<file path="config.mk">
export PLATFORM = sky130hd
export DESIGN_NAME = sorted_priority_queue_core
export DESIGN_NICKNAME = d
export VERILOG_FILES = /design/src/design/spq_pkg.sv /design/src/design/spq_ctrl.sv /design/src/design/spq_datapath.sv /design/src/design/sorted_priority_queue_core.sv
export VERILOG_INCLUDE_DIRS = /design/src /design/src/design
export SDC_FILE = /design/constraint.sdc
export NUM_CORES = 1
export LEC_CHECK = 0
export ABC_CLOCK_PERIOD_IN_PS = 7500
export BUFFER_PORTS_ARGS = -buffer_cell sky130_fd_sc_hd__buf_2
export CORE_MARGIN = 5
export CORE_UTILIZATION = 35
export CTS_CLUSTER_SIZE = 8
export DETAILED_ROUTE_END_ITERATION = 10
export GPL_ROUTABILITY_DRIVEN = 1
export PLACE_DENSITY = 0.47
export SYNTH_ARGS = -nofsm -noshare
export SYNTH_HDL_FRONTEND = slang
export SYNTH_HIERARCHICAL = 1
export SYNTH_SLANG_ARGS = --single-unit
</file>
<file path="constraint.sdc">
create_clock -name i_clk -period 7.5 [get_ports i_clk]
set_clock_uncertainty 0.15 [all_clocks]
set_input_delay 0.375 -clock i_clk [delete_from_list [all_inputs] [get_ports i_clk]]
set_output_delay 0.375 -clock i_clk [all_outputs]
set_load 0.05 [all_outputs]
</file>
<file path="src/design/sorted_priority_queue_core_defines.svh">
// Assertion macros used by the sorted priority queue datapath.
// Depends on nothing; the including module must have i_clk and i_rst_n.
`ifndef SORTED_PRIORITY_QUEUE_CORE_DEFINES_SVH
`define SORTED_PRIORITY_QUEUE_CORE_DEFINES_SVH

// Same-cycle implication, checked outside reset.
`define SPQ_ASSERT_NOW(lbl, ante, cons, msg) \
    lbl: assert property (@(posedge i_clk) disable iff (!i_rst_n) (ante) |-> (cons)) \
        else $error(msg);

// Next-cycle implication, checked outside reset.
`define SPQ_ASSERT_NEXT(lbl, ante, cons, msg) \
    lbl: assert property (@(posedge i_clk) disable iff (!i_rst_n) (ante) |=> (cons)) \
        else $error(msg);

`endif

</file>
<file path="src/design/spq_pkg.sv">
// Package for the sorted priority queue: transaction types, status codes and
// the controller/datapath command and status structs. Depends on nothing.
`timescale 1ns / 1ps

package spq_pkg;

    localparam int SPQ_DEPTH = 16;
    localparam int VAL_W     = 16;
    localparam int ID_W      = 16;
    localparam int OCC_W     = 5;

    localparam logic CMD_INSERT  = 1'b0;
    localparam logic CMD_CONSUME = 1'b1;

    typedef enum logic [1:0] {
        ST_INSERTED = 2'd0,
        ST_RETURNED = 2'd1,
        ST_EMPTY    = 2'd2,
        ST_FULL     = 2'd3
    } t_status;

    typedef enum logic [2:0] {
        S_IDLE,
        S_INS_RD,
        S_INS_CHK,
        S_POP,
        S_FIN
    } t_state;

    typedef struct packed {
        logic             command;
        logic [VAL_W-1:0] item_value;
        logic [ID_W-1:0]  item_id;
    } t_in_item;

    typedef struct packed {
        logic [1:0]       status;
        logic [VAL_W-1:0] out_value;
        logic [ID_W-1:0]  out_id;
        logic [OCC_W-1:0] occupancy;
    } t_out_item;

    typedef struct packed {
        logic [VAL_W-1:0] value;
        logic [ID_W-1:0]  id;
    } t_entry;

    // Commands from the controller to the datapath.
    typedef struct packed {
        logic    latch;     // capture the accepted item, cursor = count
        logic    rd_head;   // read the head entry
        logic    rd_prev;   // read the entry just above the cursor
        logic    wr_new;    // write the new entry at the cursor
        logic    wr_shift;  // move the read entry down to the cursor, cursor--
        logic    push;      // count++
        logic    pop;       // head++, count--
        logic    out_load;  // load the output register
        t_status out_code;
    } t_dp_cmd;

    // Status from the datapath to the controller.
    typedef struct packed {
        logic empty;
        logic full;
        logic idx_zero;
        logic rd_gt;
        logic out_free;
    } t_dp_sts;

endpackage

</file>
<file path="src/design/spq_ctrl.sv">
// Controller of the sorted priority queue: sequences insert and consume
// transactions over the datapath. Depends on spq_pkg.
`timescale 1ns / 1ps

module spq_ctrl
    import spq_pkg::*;
(
    input  logic     i_clk,
    input  logic     i_rst_n,
    input  logic     i_in_valid,
    input  logic     i_command,
    input  t_dp_sts  i_sts,
    output logic     o_in_ready,
    output t_dp_cmd  o_cmd
);

    t_state  r_state, n_state;
    t_status r_code, n_code;

    always_ff @(posedge i_clk) begin
        if (!i_rst_n) begin
            r_state <= S_IDLE;
            r_code  <= ST_INSERTED;
        end else begin
            r_state <= n_state;
            r_code  <= n_code;
        end
    end

    always_comb begin
        n_state    = r_state;
        n_code     = r_code;
        o_in_ready = 1'b0;
        o_cmd      = '0;
        o_cmd.out_code = r_code;
        case (r_state)
            S_IDLE: begin
                o_in_ready = 1'b1;
                if (i_in_valid) begin
                    o_cmd.latch = 1'b1;
                    if (i_command == CMD_INSERT) begin
                        if (i_sts.full) begin
                            n_code  = ST_FULL;
                            n_state = S_FIN;
                        end else begin
                            n_code  = ST_INSERTED;
                            n_state = S_INS_RD;
                        end
                    end else begin
                        if (i_sts.empty) begin
                            n_code  = ST_EMPTY;
                            n_state = S_FIN;
                        end else begin
                            o_cmd.rd_head = 1'b1;
                            n_code  = ST_RETURNED;
                            n_state = S_POP;
                        end
                    end
                end
            end
            S_INS_RD: begin
                if (i_sts.idx_zero) begin
                    o_cmd.wr_new = 1'b1;
                    o_cmd.push   = 1'b1;
                    n_state      = S_FIN;
                end else begin
                    o_cmd.rd_prev = 1'b1;
                    n_state       = S_INS_CHK;
                end
            end
            S_INS_CHK: begin
                if (i_sts.rd_gt) begin
                    o_cmd.wr_new = 1'b1;
                    o_cmd.push   = 1'b1;
                    n_state      = S_FIN;
                end else begin
                    o_cmd.wr_shift = 1'b1;
                    n_state        = S_INS_RD;
                end
            end
            S_POP: begin
                o_cmd.pop = 1'b1;
                n_state   = S_FIN;
            end
            S_FIN: begin
                if (i_sts.out_free) begin
                    o_cmd.out_load = 1'b1;
                    n_state        = S_IDLE;
                end
            end
            default: begin
                n_state = S_IDLE;
            end
        endcase
    end

endmodule

</file>
<file path="src/design/spq_datapath.sv">
// Datapath of the sorted priority queue: circular entry memory, head pointer,
// count, insert cursor and output register. Depends on spq_pkg and the
// assertion macros header.
`timescale 1ns / 1ps
`include "sorted_priority_queue_core_defines.svh"

module spq_datapath
    import spq_pkg::*;
#(
    parameter int DEPTH = SPQ_DEPTH
) (
    input  logic      i_clk,
    input  logic      i_rst_n,
    input  t_in_item  i_in_data,
    input  logic      i_out_ready,
    input  t_dp_cmd   i_cmd,
    output t_dp_sts   o_sts,
    output logic      o_out_valid,
    output t_out_item o_out_data
);

    localparam int AW = (DEPTH > 1) ? $clog2(DEPTH) : 1;
    localparam int CW = $clog2(DEPTH + 1);

    t_entry          mem [DEPTH];
    t_entry          r_rd_data;
    t_in_item        r_item;
    logic [CW-1:0]   r_count;
    logic [AW-1:0]   r_head;
    logic [CW-1:0]   r_idx;
    logic            r_out_valid;
    t_out_item       r_out;

    logic [CW-1:0]   idx_prev;
    logic [AW-1:0]   rd_addr;
    logic [AW-1:0]   wr_addr;
    t_entry          wr_data;
    logic            rd_en;
    logic            wr_en;

    // Logical slot (0 = head) to physical memory address.
    function automatic logic [AW-1:0] phys(input logic [AW-1:0] head,
                                          input logic [AW-1:0] slot);
        logic [AW:0] sum;
        sum = {1'b0, head} + {1'b0, slot};
        if (sum >= (AW+1)'(DEPTH)) begin
            sum = sum - (AW+1)'(DEPTH);
        end
        return sum[AW-1:0];
    endfunction

    assign idx_prev = r_idx - CW'(1);
    assign rd_en    = i_cmd.rd_head | i_cmd.rd_prev;
    assign rd_addr  = i_cmd.rd_head ? r_head : phys(r_head, idx_prev[AW-1:0]);
    assign wr_en    = i_cmd.wr_new | i_cmd.wr_shift;
    assign wr_addr  = phys(r_head, r_idx[AW-1:0]);
    assign wr_data  = i_cmd.wr_new ? t_entry'{value: r_item.item_value,
                                              id: r_item.item_id}
                                   : r_rd_data;

    assign o_sts.empty    = (r_count == '0);
    assign o_sts.full     = (r_count == CW'(DEPTH));
    assign o_sts.idx_zero = (r_idx == '0);
    assign o_sts.rd_gt    = (r_rd_data.value > r_item.item_value);
    assign o_sts.out_free = !r_out_valid || i_out_ready;

    // Entry memory, one write and one registered read per cycle.
    always_ff @(posedge i_clk) begin
        if (wr_en) begin
            mem[wr_addr] <= wr_data;
        end
        if (rd_en) begin
            r_rd_data <= mem[rd_addr];
        end
    end

    always_ff @(posedge i_clk) begin
        if (i_cmd.latch) begin
            r_item <= i_in_data;
        end
        if (i_cmd.out_load) begin
            r_out.status    <= i_cmd.out_code;
            r_out.occupancy <= OCC_W'(r_count);
            if (i_cmd.out_code == ST_RETURNED) begin
                r_out.out_value <= r_rd_data.value;
                r_out.out_id    <= r_rd_data.id;
            end else begin
                r_out.out_value <= '0;
                r_out.out_id    <= '0;
            end
        end
    end

    always_ff @(posedge i_clk) begin
        if (!i_rst_n) begin
            r_count     <= '0;
            r_head      <= '0;
            r_idx       <= '0;
            r_out_valid <= 1'b0;
        end else begin
            if (i_cmd.latch) begin
                r_idx <= r_count;
            end else if (i_cmd.wr_shift) begin
                r_idx <= idx_prev;
            end
            if (i_cmd.push) begin
                r_count <= r_count + CW'(1);
            end else if (i_cmd.pop) begin
                r_count <= r_count - CW'(1);
                if (r_head == AW'(DEPTH - 1)) begin
                    r_head <= '0;
                end else begin
                    r_head <= r_head + AW'(1);
                end
            end
            if (i_cmd.out_load) begin
                r_out_valid <= 1'b1;
            end else if (i_out_ready) begin
                r_out_valid <= 1'b0;
            end
        end
    end

    assign o_out_valid = r_out_valid;
    assign o_out_data  = r_out;

    `SPQ_ASSERT_NOW(a_count_bound, 1'b1, r_count <= CW'(DEPTH), "count exceeds depth")
    `SPQ_ASSERT_NOW(a_push_not_full, i_cmd.push, !o_sts.full, "push into a full queue")
    `SPQ_ASSERT_NOW(a_pop_not_empty, i_cmd.pop, !o_sts.empty, "pop from an empty queue")
    `SPQ_ASSERT_NOW(a_out_no_overwrite, i_cmd.out_load, o_sts.out_free,
        "output register overwritten while held")
    `SPQ_ASSERT_NEXT(a_push_counts, i_cmd.push, r_count == $past(r_count) + CW'(1),
        "insert did not raise the count")

endmodule

</file>
<file path="src/design/sorted_priority_queue_core.sv">
// Sorted priority queue: a circular-buffer memory of up to DEPTH entries kept
// in descending value order, with a controller and a datapath. Depends on
// spq_pkg, spq_ctrl and spq_datapath.
//
// Each input transaction is an insert (command 0) or a consume (command 1),
// and each yields exactly one output transaction carrying a status, the
// returned value and tag (zero unless an entry was returned) and the
// occupancy after the step. An insert places the new entry ahead of every
// entry whose value is lower than or equal to its own, so equal values come
// out newest first; an insert into a full queue is rejected with the full
// status, and a consume of an empty queue reports empty. The block works on
// one transaction at a time. A consume reads the head entry when it is
// accepted, advances the head pointer and then loads its result; a rejected
// insert or an empty consume loads its result directly. An insert walks a
// cursor from the tail toward the head: because the entry memory has a
// registered read, each entry above the insertion point is read (S_INS_RD),
// then compared and written back one slot lower (S_INS_CHK). The search ends
// when the cursor reaches the head or a compare finds a larger entry, and the
// new entry is written at the cursor. The last step of a transaction, loading
// the output register, waits until that register is taken. Consumes advance
// a head pointer and never move entries. A finished result waits in the
// output register; the next transaction may be accepted meanwhile, and its
// result is held back until the register is taken. The entry memory has no
// reset and no clearing pass; only slots below the count are ever read.
// DEPTH may range from 2 to 256; occupancy reports the low 5 bits of the
// count.
`timescale 1ns / 1ps

module sorted_priority_queue_core
    import spq_pkg::*;
#(
    parameter int DEPTH = SPQ_DEPTH
) (
    input  logic      i_clk,
    input  logic      i_rst_n,
    input  logic      i_in_valid,
    output logic      o_in_ready,
    input  t_in_item  i_in_data,
    output logic      o_out_valid,
    input  logic      i_out_ready,
    output t_out_item o_out_data
);

    // Command and status bundles between the controller and the datapath.
    t_dp_cmd dp_cmd;
    t_dp_sts dp_sts;

    // The controller decides the sequence of memory reads, writes and
    // pointer updates for each transaction.
    spq_ctrl u_ctrl (
        .i_clk      (i_clk),
        .i_rst_n    (i_rst_n),
        .i_in_valid (i_in_valid),
        .i_command  (i_in_data.command),
        .i_sts      (dp_sts),
        .o_in_ready (o_in_ready),
        .o_cmd      (dp_cmd)
    );

    // The datapath holds the entries, the count, the head pointer and the
    // output register.
    spq_datapath #(
        .DEPTH (DEPTH)
    ) u_dp (
        .i_clk       (i_clk),
        .i_rst_n     (i_rst_n),
        .i_in_data   (i_in_data),
        .i_out_ready (i_out_ready),
        .i_cmd       (dp_cmd),
        .o_sts       (dp_sts),
        .o_out_valid (o_out_valid),
        .o_out_data  (o_out_data)
    );

endmodule

</file>
==> out/metrics.csv <==
metric;value;unit
p_per_area;440.6;mW/mm^2
cts.clk_slew.worst_paths;0.05;ns
crit_path_end_kind;register;
rows;98;
max_cap_viol_count;0;
max_stage_delay;0.92;ns
min_from;i_in_valid;
synth.distinct_cells;52;
worstReg2RegEnd;u_dp/mem[2][4];
synth-compound-area-share;2.049;%
cts_made_buffers;89;
die_w;278.1;um
setup_viol;0;
yosys_register_bits;635;
synth.area.mux_share;13.06;%
grt_max_degree;67;
cts-root-to-sink-buffers;3;
irDropWorstVdd;0.2996;mV
seq_area_frac_synth;75.01;%
clock.fmax;197.0;MHz
async_reset_ff_share;0;%
synthSimpleGateAreaFrac;5.576;%
crit_type;register to register;
clockRootBuffer;clkbuf_16;
finalPower;13.04;mW
ff2ff_setup_slack;2.42;ns
worstMarginPinSlew;1.108;ns
place_hpwl;33210;um
drt_iter0_markers;896;
clk_latency;0.62;ns
rsz0062_at_grt;no;
p_leak;9.769;nW
avgSynthCellArea;19.14;um^2
ctsResizeCount;0;
start_util;35.25;%
grt_usage;15.65;%
dr.pass1.iters;4;
hold_path_end;u_ctrl/r_state[0];
crit_buf_inv;2;
port_buffers;77;
antenna_found_initial;1;
synth.net_count;1382;
crit_arrival;5.23;ns
r2r_cells;11;
slew_viol_final;0;
via_per_inst;5.096;
place_congestion;0.7268;
critical_path.cell_chain;ha_1, nand4_1, nor2_1, o31a_1, a2bb2oi_1, nand3b_1, a21oi_4, buf_4, o211ai_1, nor2_4, buf_4;
timing.hold.ws;0.1098;ns
grt-ovfl-total;0;
crit_path_start_kind;register;
synth_top_family_by_area;multiplexers;
final_antenna_net_count;0;
wire_per_inst;24.75;um
synth_area;0.02515;mm^2
drcViolationCount;0;
worstHoldPathCells;4;
synth_xor_area_share;0.6616;%
fin_tns_setup;0;ns
crit_required;7.65;ns
relSlewSlack;25.94;%
cpMostUsedCell;buf_4;
yosysWarnings;6;
period_share;67.67;%
final_nets;1552;
grt_first_pass_wirelength;90320;um
synth_area_leader_cell;edfxtp_1;
cp_max_fo;41;
hold_viol;0;
drive_above_1_share;26.45;%
final_cell_mix;615 x edfxtp_1, 148 x nand2_1, 128 x mux4_2;
synthCells;1314;
status;completed;
dieHeight;278.1;um
dieArea;0.07733;mm^2
netlist.area_leader.share;73.42;%
grt_pass1_vias;13340;
layout_commonest_cell;edfxtp_1;
synthAdderAreaFrac;1.632;%
wl;60730;um
cp_top_family;simple AND/OR/NAND/NOR gates;
vias;12510;
syn2layout_area_growth;17.65;%
netlist_top_cells_area;edfxtp_1 73%, mux4_2 11%, nand2_1 2.2%;
r2r_start;u_dp/r_rd_data[31];
period_needed;5.075;ns
pin_count;78;
synth_ff_type;edfxtp_1;
design.core.area;0.07136;mm^2
ctsHtreeMaxLevel;3;
cp_slowest_cell;nor2_4;
cts_tree;built;
synth_edf_count;615;
hp-class;input port to register;
clock-sinks;635;
## Yosys cell counts, types with 7 or more instances
cell / number
and2_1: 42
clkbuf_1: 25
and3_1: 35
xor2_1: 9
mux4_2: 128
a21oi_1: 16
mux2_2: 31
nor2b_1: 7
xnor2_1: 10
a31oi_1: 33
edfxtp_1: 615
o21ai_0: 12
nor2_1: 31
a21o_1: 8
buf_1: 10
dfxtp_1: 20
inv_1: 30
buf_2: 11
ha_1: 28
nand2_1: 148
buf_6: 13
## logic make-up after synthesis
| kind of cell | after synthesis |
|---|---|
| XOR/XNOR | 19 |
| buffers and inverters | 95 |
| adder cells (fa/ha/maj) | 31 |
| multiplexers | 164 |
| AND/OR/NAND/NOR | 288 |
| flip-flops | 635 |
| AO/OA/AOI/OAI | 82 |
## power breakdown
group | total (mW) | internal (mW) | switching [mW]
Clock | 3.56 | 2.14 | 1.41
Sequential | 5.14 | 4.97 | 0.165
Combinational | 4.34 | 1.51 | 2.83
Total | 13.0 | 8.63 | 4.41
## worst max path at each step
stage / start / endpoint / slack (ns) / depth (start not counted)
floorplan: u_dp/r_rd_data[17] / u_dp/mem[3][0] / 2.56 / 14
global placement: u_dp/r_rd_data[31] / u_dp/mem[2][2] / 2.50 / 10
detailed placement: u_dp/r_rd_data[31] / u_dp/mem[2][5] / 2.33 / 11
CTS: u_dp/r_rd_data[31] / u_dp/mem[2][4] / 2.31 / 11
global route: u_dp/r_rd_data[31] / u_dp/mem[2][4] / 2.10 / 11
finish: u_dp/r_rd_data[31] / u_dp/mem[2][4] / 2.42 / 11
## worst reg2reg max path: stages (launching register included)
cell       delay [ns]
edfxtp_1         0.42
ha_1             0.34
nand4_1          0.21
nor2_1           0.32
o31a_1           0.19
a2bb2oi_1        0.31
nand3b_1         0.17
a21oi_4          0.16
buf_4            0.64
o211ai_1         0.52
nor2_4           0.93
buf_4            0.39
## metrics by stage
step / utilization [%] / area (um^2) / setup slack (ns) / cells
6_report: 41.47 / 29590 / 2.425 / 2454
5_1_grt: 41.46 / 29590 / 2.098 / 2451
4_1_cts: 41.46 / 29590 / 2.312 / 2451
3_5_place_dp: 37.57 / 26810 / 2.325 / 2308
3_3_place_gp: 37.57 / 26810 / 2.503 / 2308
2_1_floorplan: - / 25150 / 2.558 / 1314
## metal layers
layer | routed length [um] | part of all wire, % | GRT usage [%] | up-vias
li1 | - | - | - | 5525
met1 | 28790 | 47 | 22.77 | 6650
met2 | 28850 | 48 | 25.02 | 247
met3 | 2123 | 3.5 | 2.793 | 83
met4 | 962 | 1.6 | 3.284 | 0
met5 | 0 | 0 | 0 | -
## flip-flops by register name, indices dropped and copies added, names as in the netlist
name	count
u_dp/r_count	5
u_dp/r_head	4
u_dp/o_out_valid	1
u_dp/r_item	32
u_dp/mem	512
u_ctrl/r_state	3
u_dp/o_out_data	39
u_dp/r_rd_data	32
u_dp/r_idx	5
u_ctrl/r_code	2
## layout make-up
type	count	area (um^2)
well taps	950	1189
flip-flops and latches	635	18870
inverters	30	112.6
clock buffers	101	2303
repair buffers	144	1013
clock inverters	7	118.9
multi-input cells	584	5981
diodes	3	7.507
fillers	6337	41770
## timing repair
item | in CTS | in global routing
hold buffers | 35 | 0
hold endpoints to repair | 39 | 0
setup buffers | 0 | 0
(Power assumes the default switching activity.)
